File: src/sv/dmj_pkg.sv
// Shared types, constants and month tables for the day-number to calendar-date block.
package dmj_pkg;

    // Fixed point of the seconds fields.
    localparam int FRAC_BITS = 20;
    localparam int DAY_W     = 31;
    localparam int SEC_W     = 52;
    localparam int SINT_W    = SEC_W - FRAC_BITS;
    localparam int YEAR_W    = 23;

    // Calendar mode register codes; the fourth code behaves as always Julian.
    localparam logic [1:0] MODE_GREGORIAN = 2'd0;
    localparam logic [1:0] MODE_AUTO      = 2'd1;
    localparam logic [1:0] MODE_JULIAN    = 2'd2;

    // Day-number offsets to the start of year 0 in each calendar, and the reform day.
    localparam logic signed [31:0] EPOCH_JULIAN    = 32'sd678943;
    localparam logic signed [31:0] EPOCH_GREGORIAN = 32'sd678941;
    localparam logic signed [31:0] REFORM_DAY      = -32'sd100840;

    // One minute in fixed point, the exclusive bound of the seconds output.
    localparam logic [25:0] MINUTE_LEN = 26'(60) << FRAC_BITS;

    // Time of day as it travels down the pipeline.
    typedef struct packed {
        logic [4:0]           hour;
        logic [5:0]           minute;
        logic [5:0]           sec;
        logic [FRAC_BITS-1:0] frac;
    } t_time;

    // Date state carried alongside the inner century divider.
    typedef struct packed {
        logic        julian;
        logic [10:0] rem_julian;
        logic [10:0] rem_century;
        logic        short_century;
        logic [23:0] year_base;
    } t_mid;

    // First day of year of each month, common or leap year.
    function automatic logic [8:0] month_start(input logic leap, input logic [3:0] month);
        logic [8:0] start;
        begin
            case (month)
                4'd0:    start = 9'd0;
                4'd1:    start = 9'd31;
                4'd2:    start = leap ? 9'd60  : 9'd59;
                4'd3:    start = leap ? 9'd91  : 9'd90;
                4'd4:    start = leap ? 9'd121 : 9'd120;
                4'd5:    start = leap ? 9'd152 : 9'd151;
                4'd6:    start = leap ? 9'd182 : 9'd181;
                4'd7:    start = leap ? 9'd213 : 9'd212;
                4'd8:    start = leap ? 9'd244 : 9'd243;
                4'd9:    start = leap ? 9'd274 : 9'd273;
                4'd10:   start = leap ? 9'd305 : 9'd304;
                4'd11:   start = leap ? 9'd335 : 9'd334;
                default: start = 9'd0;
            endcase
            return start;
        end
    endfunction

endpackage

File: src/sv/dmj_fdiv.sv
// Three-stage floor division of a signed value by a constant, with remainder.
module dmj_fdiv #(
    parameter int W  = 32,
    parameter int D  = 1461,
    parameter int RW = 11
) (
    input  logic                i_clk,
    input  logic [2:0]          i_en,
    input  logic signed [W-1:0] i_x,
    output logic signed [W-1:0] o_q,
    output logic [RW-1:0]       o_r
);

    localparam int K = W - 1;
    localparam longint unsigned MFULL = (64'd1 << K) / D;
    localparam int MW = $clog2(MFULL + 1);
    localparam int PW = K + MW;
    localparam logic [MW-1:0] MK = MW'(MFULL);
    localparam logic [K-1:0]  DK = K'(D);
    localparam logic [RW-1:0] DM1 = RW'(D - 1);

    logic [K-1:0]  u;
    logic [PW-1:0] prod;
    logic [MW-1:0] r_qa, r_qb;
    logic [K-1:0]  r_ua, r_ub, r_pb;
    logic          r_na, r_nb;
    logic [K-1:0]  diff, qk;
    logic          ge;
    logic [RW-1:0] rem;

    // A negative input is folded to its one's complement so the divide is unsigned.
    assign u    = i_x[W-1] ? ~i_x[K-1:0] : i_x[K-1:0];
    assign prod = PW'(u) * PW'(MK);

    // Estimate, which is the true quotient or one below it.
    always_ff @(posedge i_clk) begin
        if (i_en[0]) begin
            r_qa <= prod[PW-1:K];
            r_ua <= u;
            r_na <= i_x[W-1];
        end
    end

    // Multiply back to find the remainder of the estimate.
    always_ff @(posedge i_clk) begin
        if (i_en[1]) begin
            r_pb <= K'(r_qa) * DK;
            r_qb <= r_qa;
            r_ub <= r_ua;
            r_nb <= r_na;
        end
    end

    // Correct by one step and restore the sign for floor semantics.
    assign diff = r_ub - r_pb;
    assign ge   = (diff >= DK);
    assign qk   = K'(r_qb) + K'(ge);
    assign rem  = ge ? RW'(diff - DK) : RW'(diff);

    always_ff @(posedge i_clk) begin
        if (i_en[2]) begin
            o_q <= r_nb ? $signed(~{1'b0, qk}) : $signed({1'b0, qk});
            o_r <= r_nb ? DM1 - rem : rem;
        end
    end

endmodule

File: src/sv/day_number_to_calendar_date.sv
// Top level: modified Julian day plus seconds offset to calendar date and time of day.
//
//   channel  | direction | handshake            | beat
//   ---------+-----------+----------------------+------------------------------------
//   cfg      | in        | i_cfg_valid/ready    | calendar mode, 2 bits
//   input    | in        | i_valid / o_stall    | day number, seconds offset
//   result   | out       | o_valid / i_stall    | year, month, day, hour, minute, sec
//
// Fourteen register stages: one beat enters per cycle while o_stall is low.
// The three chained constant dividers (day length, 400/4-year cycle, 4-year cycle) set depth.
// Reset is synchronous and clears the valid bits; the calendar mode resets to automatic.
// A stall holds only the stages that are full, so bubbles close up and nothing is lost.
module day_number_to_calendar_date (
    input  logic                i_clk,
    input  logic                i_rst_n,
    input  logic                i_cfg_valid,
    output logic                o_cfg_ready,
    input  logic [1:0]          i_cfg_calendar_mode,
    input  logic                i_valid,
    output logic                o_stall,
    input  logic signed [30:0]  i_day_number,
    input  logic signed [51:0]  i_seconds_offset,
    output logic                o_valid,
    input  logic                i_stall,
    output logic signed [22:0]  o_year_out,
    output logic [3:0]          o_month_out,
    output logic [4:0]          o_day_of_month,
    output logic [4:0]          o_hour_out,
    output logic [5:0]          o_minute_out,
    output logic [25:0]         o_second_out
);

    localparam int N = 14;
    localparam int FB = dmj_pkg::FRAC_BITS;
    localparam logic [17:0] HOUR_RECIP = 18'd149131;
    localparam logic [26:0] MIN_RECIP  = 27'd17477;

    logic [N:1] r_v;
    logic [N:1] en;
    logic [1:0] r_mode;

    // Configuration register, always ready.
    assign o_cfg_ready = 1'b1;

    always_ff @(posedge i_clk) begin
        if (!i_rst_n) begin
            r_mode <= dmj_pkg::MODE_AUTO;
        end else if (i_cfg_valid) begin
            r_mode <= i_cfg_calendar_mode;
        end
    end

    // A stage loads when it or some stage after it has room.
    for (genvar g = 1; g <= N; g++) begin : g_en
        assign en[g] = !i_stall || !(&r_v[N:g]);
    end

    assign o_stall = !en[1];
    assign o_valid = r_v[N];

    always_ff @(posedge i_clk) begin
        if (!i_rst_n) begin
            r_v <= '0;
        end else begin
            if (en[1]) begin
                r_v[1] <= i_valid;
            end
            for (int i = 2; i <= N; i++) begin
                if (en[i]) begin
                    r_v[i] <= r_v[i-1];
                end
            end
        end
    end

    // Stages 1 to 3: whole seconds split into days and seconds of day.
    logic signed [dmj_pkg::SINT_W-1:0] sint;
    logic signed [31:0]                q_day;
    logic [16:0]                       r_sec;
    logic signed [30:0]                r_day [1:3];
    logic [FB-1:0]                     r_frac [1:3];

    assign sint = $signed(i_seconds_offset[51:FB]);

    dmj_fdiv #(.W(32), .D(86400), .RW(17)) u_div_day (
        .i_clk (i_clk),
        .i_en  (en[3:1]),
        .i_x   (sint),
        .o_q   (q_day),
        .o_r   (r_sec)
    );

    always_ff @(posedge i_clk) begin
        if (en[1]) begin
            r_day[1]  <= i_day_number;
            r_frac[1] <= i_seconds_offset[FB-1:0];
        end
        for (int i = 2; i <= 3; i++) begin
            if (en[i]) begin
                r_day[i]  <= r_day[i-1];
                r_frac[i] <= r_frac[i-1];
            end
        end
    end

    // Stage 4: final day, calendar choice and hour.
    logic signed [31:0] j_day, d_day;
    logic               julian;
    logic [34:0]        hprod;
    logic signed [31:0] r_d4;
    logic               r_jul [4:7];
    logic [4:0]         r_hr4, r_hr5, r_hr6;
    logic [16:0]        r_rs4;
    logic [FB-1:0]      r_fr4, r_fr5, r_fr6;

    assign j_day = {r_day[3][30], r_day[3]} + q_day;

    always_comb begin
        unique case (r_mode)
            dmj_pkg::MODE_GREGORIAN: julian = 1'b0;
            dmj_pkg::MODE_AUTO:      julian = (j_day < dmj_pkg::REFORM_DAY);
            default:                 julian = 1'b1;
        endcase
    end

    assign d_day = j_day + (julian ? dmj_pkg::EPOCH_JULIAN : dmj_pkg::EPOCH_GREGORIAN);
    assign hprod = 35'(r_sec) * 35'(HOUR_RECIP);

    always_ff @(posedge i_clk) begin
        if (en[4]) begin
            r_d4     <= d_day;
            r_jul[4] <= julian;
            r_hr4    <= hprod[33:29];
            r_rs4    <= r_sec;
            r_fr4    <= r_frac[3];
        end
        for (int i = 5; i <= 7; i++) begin
            if (en[i]) begin
                r_jul[i] <= r_jul[i-1];
            end
        end
    end

    // Stages 5 to 7: minute and second of the time of day.
    logic [16:0] rh_full;
    logic [11:0] r_rh5, r_rh6;
    logic [26:0] mprod;
    logic [5:0]  r_mn6;
    logic [11:0] sec_full;
    dmj_pkg::t_time r_tm [7:N];

    assign rh_full  = r_rs4 - 17'(r_hr4) * 17'd3600;
    assign mprod    = 27'(r_rh5) * MIN_RECIP;
    assign sec_full = r_rh6 - 12'(r_mn6) * 12'd60;

    always_ff @(posedge i_clk) begin
        if (en[5]) begin
            r_rh5 <= rh_full[11:0];
            r_hr5 <= r_hr4;
            r_fr5 <= r_fr4;
        end
        if (en[6]) begin
            r_mn6 <= mprod[25:20];
            r_rh6 <= r_rh5;
            r_hr6 <= r_hr5;
            r_fr6 <= r_fr5;
        end
        if (en[7]) begin
            r_tm[7].hour   <= r_hr6;
            r_tm[7].minute <= r_mn6;
            r_tm[7].sec    <= sec_full[5:0];
            r_tm[7].frac   <= r_fr6;
        end
        for (int i = 8; i <= N; i++) begin
            if (en[i]) begin
                r_tm[i] <= r_tm[i-1];
            end
        end
    end

    // Stages 5 to 7: four-year Julian cycles and 400-year Gregorian cycles.
    logic signed [31:0] q_j, q_g;
    logic [10:0]        r_j;
    logic [17:0]        r_g;

    dmj_fdiv #(.W(32), .D(1461), .RW(11)) u_div_julian (
        .i_clk (i_clk),
        .i_en  (en[7:5]),
        .i_x   (r_d4),
        .o_q   (q_j),
        .o_r   (r_j)
    );

    dmj_fdiv #(.W(32), .D(146097), .RW(18)) u_div_greg (
        .i_clk (i_clk),
        .i_en  (en[7:5]),
        .i_x   (r_d4),
        .o_q   (q_g),
        .o_r   (r_g)
    );

    // Stage 8: century within the 400-year cycle.
    logic [1:0]     cent;
    logic [17:0]    cent_sub;
    logic [17:0]    rc_full;
    logic [15:0]    rc;
    logic           short_c;
    logic [15:0]    vb;
    logic [23:0]    yb;
    logic signed [16:0] r_vb8;
    dmj_pkg::t_mid  r_mid [8:11];

    assign cent = 2'(r_g >= 18'd36525) + 2'(r_g >= 18'd73049) + 2'(r_g >= 18'd109573);

    always_comb begin
        case (cent)
            2'd0:    cent_sub = 18'd0;
            2'd1:    cent_sub = 18'd36525;
            2'd2:    cent_sub = 18'd73049;
            default: cent_sub = 18'd109573;
        endcase
    end

    assign rc_full = r_g - cent_sub;
    assign rc      = rc_full[15:0];
    assign short_c = (cent != 2'd0) && (rc < 16'd1460);
    // Past the first century the four-year blocks are shifted by one day.
    assign vb      = (cent != 2'd0) ? rc + 16'd1 : rc;
    assign yb      = r_jul[7] ? (q_j[23:0] << 2)
                              : (q_g[23:0] * 24'd400 + 24'(cent) * 24'd100);

    always_ff @(posedge i_clk) begin
        if (en[8]) begin
            r_vb8                  <= $signed({1'b0, vb});
            r_mid[8].julian        <= r_jul[7];
            r_mid[8].rem_julian    <= r_j;
            r_mid[8].rem_century   <= rc[10:0];
            r_mid[8].short_century <= short_c;
            r_mid[8].year_base     <= yb;
        end
        for (int i = 9; i <= 11; i++) begin
            if (en[i]) begin
                r_mid[i] <= r_mid[i-1];
            end
        end
    end

    // Stages 9 to 11: four-year blocks within the Gregorian century.
    logic signed [16:0] q_b;
    logic [10:0]        r_b;

    dmj_fdiv #(.W(17), .D(1461), .RW(11)) u_div_block (
        .i_clk (i_clk),
        .i_en  (en[11:9]),
        .i_x   (r_vb8),
        .o_q   (q_b),
        .o_r   (r_b)
    );

    // Stage 12: day within the four-year block and year base.
    logic [10:0] rb_sel;
    logic [23:0] yb_sel;
    logic [10:0] r_rb12;
    logic [23:0] r_yb12;

    always_comb begin
        if (r_mid[11].julian) begin
            rb_sel = r_mid[11].rem_julian;
            yb_sel = r_mid[11].year_base;
        end else begin
            // A century that starts with a common year counts from one year early.
            rb_sel = r_mid[11].short_century ? r_mid[11].rem_century + 11'd366 : r_b;
            yb_sel = r_mid[11].year_base + (24'(q_b[15:0]) << 2)
                     - 24'(r_mid[11].short_century);
        end
    end

    always_ff @(posedge i_clk) begin
        if (en[12]) begin
            r_rb12 <= rb_sel;
            r_yb12 <= yb_sel;
        end
    end

    // Stage 13: year within the block and day of year.
    logic [2:0]  yblk;
    logic [10:0] ystart;
    logic [10:0] doy_full;
    logic [23:0] r_yr13;
    logic [8:0]  r_doy13;
    logic        r_leap13;

    assign yblk = 3'(r_rb12 >= 11'd366) + 3'(r_rb12 >= 11'd731)
                + 3'(r_rb12 >= 11'd1096) + 3'(r_rb12 >= 11'd1461);

    always_comb begin
        case (yblk)
            3'd0:    ystart = 11'd0;
            3'd1:    ystart = 11'd366;
            3'd2:    ystart = 11'd731;
            3'd3:    ystart = 11'd1096;
            default: ystart = 11'd1461;
        endcase
    end

    assign doy_full = r_rb12 - ystart;

    always_ff @(posedge i_clk) begin
        if (en[13]) begin
            r_yr13   <= r_yb12 + 24'(yblk);
            r_doy13  <= doy_full[8:0];
            r_leap13 <= (yblk == 3'd0);
        end
    end

    // Stage 14: month and day of month, into the output register.
    logic [11:1] past;
    logic [3:0]  month;
    logic [8:0]  dom_full;
    logic [22:0] r_yr14;
    logic [3:0]  r_mon14;
    logic [4:0]  r_dom14;

    always_comb begin
        for (int k = 1; k < 12; k++) begin
            past[k] = (r_doy13 >= dmj_pkg::month_start(r_leap13, 4'(k)));
        end
    end

    assign month    = 4'($countones(past));
    assign dom_full = r_doy13 - dmj_pkg::month_start(r_leap13, month) + 9'd1;

    always_ff @(posedge i_clk) begin
        if (en[14]) begin
            r_yr14  <= r_yr13[22:0];
            r_mon14 <= month;
            r_dom14 <= dom_full[4:0];
        end
    end

    assign o_year_out     = $signed(r_yr14);
    assign o_month_out    = r_mon14;
    assign o_day_of_month = r_dom14;
    assign o_hour_out     = r_tm[N].hour;
    assign o_minute_out   = r_tm[N].minute;
    assign o_second_out   = {r_tm[N].sec, r_tm[N].frac};

endmodule

File: config.mk
export PLATFORM = sky130hd
export DESIGN_NAME = day_number_to_calendar_date
export DESIGN_NICKNAME = d
export VERILOG_FILES = /design/src/sv/dmj_pkg.sv /design/src/sv/dmj_fdiv.sv /design/src/sv/day_number_to_calendar_date.sv
export SDC_FILE = /design/constraint.sdc
export NUM_CORES = 2
export LEC_CHECK = 0
export ABC_CLOCK_PERIOD_IN_PS = 11300
export BUFFER_PORTS_ARGS = -buffer_cell sky130_fd_sc_hd__buf_2
export CAP_MARGIN = 20
export CORE_MARGIN = 2
export CORE_UTILIZATION = 45
export CTS_CLUSTER_DIAMETER = 30
export DETAILED_ROUTE_END_ITERATION = 16
export PLACE_DENSITY = 0.59
export SETUP_SLACK_MARGIN = 0.3
export SLEW_MARGIN = 20
export SYNTH_ARGS = -nofsm -noshare
export SYNTH_HDL_FRONTEND = slang
export SYNTH_SLANG_ARGS = --single-unit
File: constraint.sdc
create_clock -name i_clk -period 11.3 [get_ports i_clk]
set_input_delay 1.695 -clock i_clk [delete_from_list [all_inputs] [get_ports i_clk]]
set_output_delay 1.695 -clock i_clk [all_outputs]
set_load 0.01 [all_outputs]
**Word level (Yosys, flattened, before mapping)**

Memory sizes are Yosys's and may differ from the RTL's. A register that Yosys moved wholly into a read port is not among the register bits.
Index checks and enable logic that the tools add are counted.

- Add/subtract/negate cells: 44
- Multipliers: 14
- $lt $le $gt $ge: 24
- Equality and inequality tests: 17
- Multiplexer cells: 60
- Bitwise gates (word level): 5
- Reduce and logical (&&, ||, !) cells: 48

Operators by type and width:

| kind | count |
|---|---|
| two-way mux 31 bit | 3 |
| subtractor 31 bit | 3 |
| inverter 31 bit | 2 |
| two-way mux 11 bit | 5 |
| case mux 5 bit (11 select lines) | 1 |
| multiplier 31 x 17 -> 48 bit, second input constant | 1 |
| two-way mux 24 bit | 2 |
| case mux 16 bit (3 select lines) | 1 |
| multiplier 31 x 15 -> 46 bit, second input constant | 1 |
| multiplier 31 x 14 -> 45 bit, second input constant | 1 |
| >= comparator 18 x 17 -> 1 bit, second input constant | 2 |
| >= comparator 9 x 8 -> 1 bit | 4 |
| two-way mux 18 bit | 2 |
| case mux 9 bit (4 select lines) | 1 |
| multiplier 17 x 18 -> 34 bit, second input constant | 1 |
| two-way mux 17 bit | 2 |
| two-way mux 1 bit | 33 |
| adder 32 x 21 -> 32 bit | 1 |
| adder 32 bit | 1 |
| < comparator 32 x 18 -> 1 bit, second input constant | 1 |
| inverter 16 -> 32 bit | 1 |
| subtractor 16 bit | 2 |
| >= comparator 31 x 11 -> 1 bit, second input constant | 1 |
| >= comparator 31 x 17 -> 1 bit, second input constant | 1 |
| other kinds (85) | 139 |

- Bits in registers: 779
- Bits in writable memories: 645
- Logic and storage cells: 282
- Memories kept: 5

Memory list:

| memory | depth | width | read ports | clocked after Yosys merged registers in | wr ports | line | source |
|---|---|---|---|---|---|---|---|
| r_tm | 8 | 37 | 8 | 0 | 8 | day_number_to_calendar_date.sv:150 | `dmj_pkg::t_time r_tm [7:N];` |
| r_mid | 4 | 48 | 4 | 0 | 4 | day_number_to_calendar_date.sv:211 | `dmj_pkg::t_mid r_mid [8:11];` |
| r_day | 3 | 31 | 3 | 0 | 3 | day_number_to_calendar_date.sv:80 | `logic signed [30:0] r_day [1:3];` |
| r_frac | 3 | 20 | 3 | 1 | 3 | day_number_to_calendar_date.sv:81 | `logic [FB-1:0] r_frac [1:3];` |
| r_jul | 4 | 1 | 4 | 0 | 4 | day_number_to_calendar_date.sv:111 | `logic r_jul [4:7];` |

**Longest topological paths before layout**

- Word-level depth: 10
- Mapped depth: 31
- Gate-level depth less buffers: 31

**Hierarchy**

A second synthesis with hierarchy kept.

- Cells, all modules: 9399
- Area total of the unflattened synthesis: 110698.7 um^2

Modules (own cells, without submodules):

| module | instances | cells an instance | area an instance (um^2) | seq. area each (um^2) |
|---|---|---|---|---|
| day_number_to_calendar_date | 1 | 2964 | 43165.1 | 27045.9 |
| dmj_fdiv at u_div_julian | 1 | 2281 | 23396.2 | 5074.9 |
| dmj_fdiv at u_div_greg | 1 | 1935 | 20489.7 | 4594.4 |
| dmj_fdiv at u_div_day | 1 | 1563 | 16832.4 | 4534.3 |
| dmj_fdiv at u_div_block | 1 | 656 | 6815.3 | 2372.3 |

**Least setup slack after synthesis**

No wires, ideal clock.

- Path type: input-to-output
- From: input i_stall
- To: output o_stall
- Arrival time: 6162 ps
- Path slack: 3443 ps
- Stages on the path: 10
- Path buffers: 0
- Path through: and3_1 > and2_1 > and3_1 > and2_1 > and3_1 > and2_1 > and3_1 > and2_1 > nand3_1 > inv_1

- Word-level cells in the longest chain between the ends: 3

Ends and longest elaborated chain:

| element | line | source |
|---|---|---|
| from (decl) | day_number_to_calendar_date.sv:24 | `input logic i_stall,` |
| logical NOT 1 bit | day_number_to_calendar_date.sv:55 | `assign en[g] = !i_stall \|\| !(&r_v[N:g]);` |
| logical OR 1 bit | day_number_to_calendar_date.sv:55 |  |
| logical NOT 1 bit | day_number_to_calendar_date.sv:58 | `assign o_stall = !en[1];` |
| to (decl) | day_number_to_calendar_date.sv:20 | `output logic o_stall,` |

Every way passes these cells.

**Worst setup path after layout**

- From: register r_d4[31]
- To: register u_div_julian.r_qa[19], data pin

- Word-level cells in the longest chain between the ends: 2

Ends and longest elaborated chain:

| element | line | source |
|---|---|---|
| from (decl) | day_number_to_calendar_date.sv:110 | `logic signed [31:0] r_d4;` |
| from (signal assigned) | day_number_to_calendar_date.sv:131 | `r_d4 <= d_day;` |
| two-way mux 31 bit | n/a |  |
| named net u_div_greg.u[17] | dmj_fdiv.sv:22 | `logic [K-1:0] u;` |
| multiplier 31 x 17 -> 48 bit | dmj_fdiv.sv:33 | `assign prod = PW'(u) * PW'(MK);` |
| named net u_div_julian.prod[50] | dmj_fdiv.sv:23 | `logic [PW-1:0] prod;` |
| to (signal assigned) | dmj_fdiv.sv:38 | `r_qa <= prod[PW-1:K];` |
| to (decl) | dmj_fdiv.sv:24 | `logic [MW-1:0] r_qa, r_qb;` |

The timed path passes the listed nets, and every way through them passes these cells.
A chain may end at the register's enable or synchronous reset.

==> impl_metrics.env <==
export IMPL_synth_seq_area_share_pct=40.8
export IMPL_timing_setup_tns_ps=0
export IMPL_htreeDepth=5
export IMPL_hpwl_mm=187
export IMPL_syn_instance_count=8474
export IMPL_slew_viol_final=0
export IMPL_synth_ff_type="edfxtp_1"
export IMPL_grt_pass1_wl_mm=369
export IMPL_worst_path_largest_cell_delay_ps=790
export IMPL_grt_total_usage_pct=20.7
export IMPL_postRouteAntennaNets=0
export IMPL_synth_xor_area_share_pct=6.03
export IMPL_drtPass1Iterations=6
export IMPL_ctsHoldBuffers=0
export IMPL_worst_ep_arrival_time_ps=10080
export IMPL_period_minus_slack_ps=9450
export IMPL_clockBufferDepth=4
export IMPL_synth_area_um2=102000
export IMPL_critPathMaxFanout=20
export IMPL_cts_sinks=1389
export IMPL_die_w_um=480
export IMPL_critPathLaunchType="flip-flop"
export IMPL_vias=61632
export IMPL_dieArea_um2=230000
export IMPL_ctsResizeCount=0
export IMPL_period_share_pct=83.6
export IMPL_relSlewSlack_pct=25.5
export IMPL_io_pin_count=162
export IMPL_core_um2=225000
export IMPL_clk_pin_slew_worst_paths_ps=50
export IMPL_reg2regPathDepth=25
export IMPL_r2r_end="u_div_julian.r_qa[19]$_DFFE_PP_"
export IMPL_fillCellCount=19471
export IMPL_wl_per_cell_um=19.3
export IMPL_rsz0062_at_grt="no"
export IMPL_synth_top_family_by_area="adder cells"
export IMPL_worst_slew_pin_slew_ps=1110
export IMPL_rr_startpoint="r_d4[31]$_DFFE_PP_"
export IMPL_area_growth_pct=14.4
export IMPL_synthSimpleGateAreaFrac_pct=6.71
export IMPL_die_height_um=480
export IMPL_grt_ovfl_total=0
export IMPL_synth_cell_type_count=106
export IMPL_antenna_found_initial=8
export IMPL_r2r_slack_ps=1850
export IMPL_hold_depth=0
export IMPL_drc_errors=0
export IMPL_finalHoldViolCount=0
export IMPL_skew_ps=125
export IMPL_layout_nets=11090
export IMPL_port_buffers=160
export IMPL_setup_viol=0
export IMPL_numCtsBuffers=322
export IMPL_via_per_inst=5.10
export IMPL_slowest_stage="edfxtp_1"
export IMPL_routed_wl_mm=233
export IMPL_core_rowCount=174
export IMPL_cp_data_required_time_ps=11940
export IMPL_ys_warn_count=0
export IMPL_hp_class="flip-flop to flip-flop"
export IMPL_async_flop_share_pct=0
export IMPL_drive_gt1_share_pct=8.87
export IMPL_startpoint="r_d4[31]$_DFFE_PP_"
export IMPL_final_area_um2=117000
export IMPL_end_kind="flip-flop"
export IMPL_cts_tree="done"
export IMPL_syn_area_per_cell_um2=12.0
export IMPL_syn_nets=10707
export IMPL_synth_compound_area_share_pct=7.30
export IMPL_worst_setup_path_type="flip-flop to flip-flop"
export IMPL_cts_root_buf="clkbuf_16"
export IMPL_gp_congestion=0.934
export IMPL_min_to="r_frac[3][11]$_DFFE_PP_"
export IMPL_fmax_mhz=106
export IMPL_synth_edf_count=1373
export IMPL_status="complete, no violations"
export IMPL_worst_path_most_repeated_cell="fa_1"
export IMPL_clkLatencyLatePin_ps=970
export IMPL_hold_start="r_frac[2][11]$_DFFE_PP_"
export IMPL_grt_max_degree=124
export IMPL_initial_core_util_pct=45.3
export IMPL_synth_adder_area_share_pct=32.4
export IMPL_drt_initial_drc_count=3498
export IMPL_placed_area_um2=106000
export IMPL_cap_violations=0
export IMPL_synthMuxAreaShare_pct=0.348
export IMPL_grt_pass1_vias=64761
export IMPL_cts_setup_buffers=0
export IMPL_synth_seq_cells=1389
==> worst max path at each step <==
stage | slack, ps | depth (start not counted) | to
2_1_floorplan | 3440 | 10 | o_stall
3_3_place_gp | 2030 | 24 | u_div_julian.r_qa[19]$_DFFE_PP_
3_5_place_dp | 1920 | 25 | u_div_julian.r_qa[19]$_DFFE_PP_
4_1_cts | 1910 | 25 | u_div_julian.r_qa[19]$_DFFE_PP_
5_1_grt | 1350 | 25 | u_div_julian.r_qa[19]$_DFFE_PP_
6_report | 1850 | 25 | u_div_julian.r_qa[19]$_DFFE_PP_
==> per-layer routing <==
layer / global-route usage (%) / vias to the layer above / share of wire [%]
li1: - / 29806 / -
met1: 28.8 / 30317 / 46
met2: 33.6 / 1174 / 47
met3: 3.38 / 333 / 4.3
met4: 5.92 / 2 / 2.5
met5: 0 / - / 0.0051
==> flip-flops by register name, summed over array words and instances (netlist names), 23 cells and up <==
register,count
u_div_day.r_ub,31
r_yr13,23
r_d4,32
r_mid,180
r_frac,60
u_div_greg.r_pb,31
o_year_out,23
u_div_day.r_ua,31
u_div_julian.r_ua,31
u_div_day.r_pb,23
u_div_julian.r_pb,31
r_tm,296
u_div_greg.r_ub,31
r_day,93
==> synth_stat cells, types with 10 or more instances <==
| cell | n | area (µm²) |
|---|---|---|
| xnor2_1 | 381 | 3340 |
| o2111ai_1 | 16 | 140 |
| nor2b_1 | 71 | 444 |
| a211o_1 | 10 | 87.6 |
| o211ai_1 | 24 | 180 |
| inv_1 | 1535 | 5760 |
| a311oi_1 | 11 | 96.3 |
| nand2b_1 | 62 | 388 |
| a21boi_0 | 28 | 210 |
| or3_1 | 35 | 219 |
| nor4_1 | 27 | 169 |
| nor3_1 | 93 | 465 |
| buf_4 | 39 | 293 |
| xor2_1 | 320 | 2800 |
| nand2_1 | 348 | 1310 |
| o31ai_1 | 19 | 143 |
| and3_1 | 53 | 332 |
| dfxtp_1 | 16 | 320 |
| nand3_1 | 104 | 521 |
| a41oi_1 | 11 | 96.3 |
| o21ai_0 | 253 | 1270 |
| o21a_1 | 60 | 450 |
| a31oi_1 | 38 | 238 |
| and2_1 | 37 | 231 |
| mux2i_1 | 23 | 230 |
| nand4_1 | 48 | 300 |
| mux2_2 | 10 | 113 |
| nor3b_1 | 22 | 165 |
| a211oi_1 | 35 | 263 |
| or2_2 | 58 | 363 |
| fa_1 | 831 | 16600 |
| nand3b_1 | 13 | 97.6 |
| o31a_1 | 17 | 149 |
| edfxtp_1 | 1373 | 41200 |
| ha_1 | 1312 | 16400 |
| a21oi_1 | 316 | 1580 |
| a21o_1 | 134 | 1010 |
| clkbuf_1 | 90 | 338 |
| o21bai_1 | 59 | 443 |
| nor2_1 | 349 | 1310 |
==> kinds of logic after synthesis <==
| family | after synthesis |
|---|---|
| buf+inv | 1682 |
| fa+ha+maj | 2143 |
| simple gates | 1378 |
| compound gates | 1146 |
| other cells | 1 |
| xor+xnor | 701 |
| flops | 1389 |
| mux | 34 |
==> cells in the final DEF (no fill, tap or decap), drive strengths merged, types with 36 or more instances in the layout <==
| cell | instances |
|---|---|
| inv | 1565 |
| edfxtp | 1373 |
| ha | 1312 |
| fa | 831 |
| xnor2 | 381 |
| clkbuf | 367 |
| nor2 | 349 |
| nand2 | 348 |
| xor2 | 320 |
| a21oi | 316 |
| o21ai | 255 |
| buf | 205 |
| a21o | 134 |
| nand3 | 104 |
| clkinv | 96 |
| nor3 | 94 |
| nor2b | 71 |
| nand2b | 62 |
| o21a | 60 |
| o21bai | 59 |
| or2 | 59 |
| and3 | 56 |
| nand4 | 49 |
| a31oi | 38 |
| and2 | 38 |
| or3 | 38 |
| a211oi | 36 |
==> stage by stage <==
stage / setup slack, ps / util [%] / hold slack, ps / std cells
after floorplan: 3440 / - / 400 / 8474
after global routing: 1350 / 51.8 / 360 / 12084
after CTS: 1910 / 51.8 / 353 / 12082
after detailed placement: 1920 / 47.2 / 405 / 11525
after global placement: 2030 / 47.2 / 400 / 11525
final: 1850 / 51.8 / 354 / 12087
==> critical path, delay by kind of cell, from the launching register on <==
kind / cells / cell delay [ps]
and+or+nand+nor: 5 / 1270
adders and majority gates: 6 / 2800
xor gates and xnor gates: 1 / 790
buffers and inverters: 3 / 850
AOI/OAI and AO/OA: 10 / 2690
DFF: 1 / 790
==> cell type report <==
type	instances	area [µm²]	share of cell area [%]
multi-input cells	5403	53900	46.3
flip-flops and latches	1389	41500	35.7
clock buffers	367	8380	7.19
inverters	1536	5780	4.96
well taps	2992	3740	3.21
clock inverters	190	2010	1.73
repair buffers	205	1150	0.988
diodes	5	12.5	0.0107
Power is not shown: default switching activity piles up to over one toggle a cycle in this logic, so the estimate is an artifact.
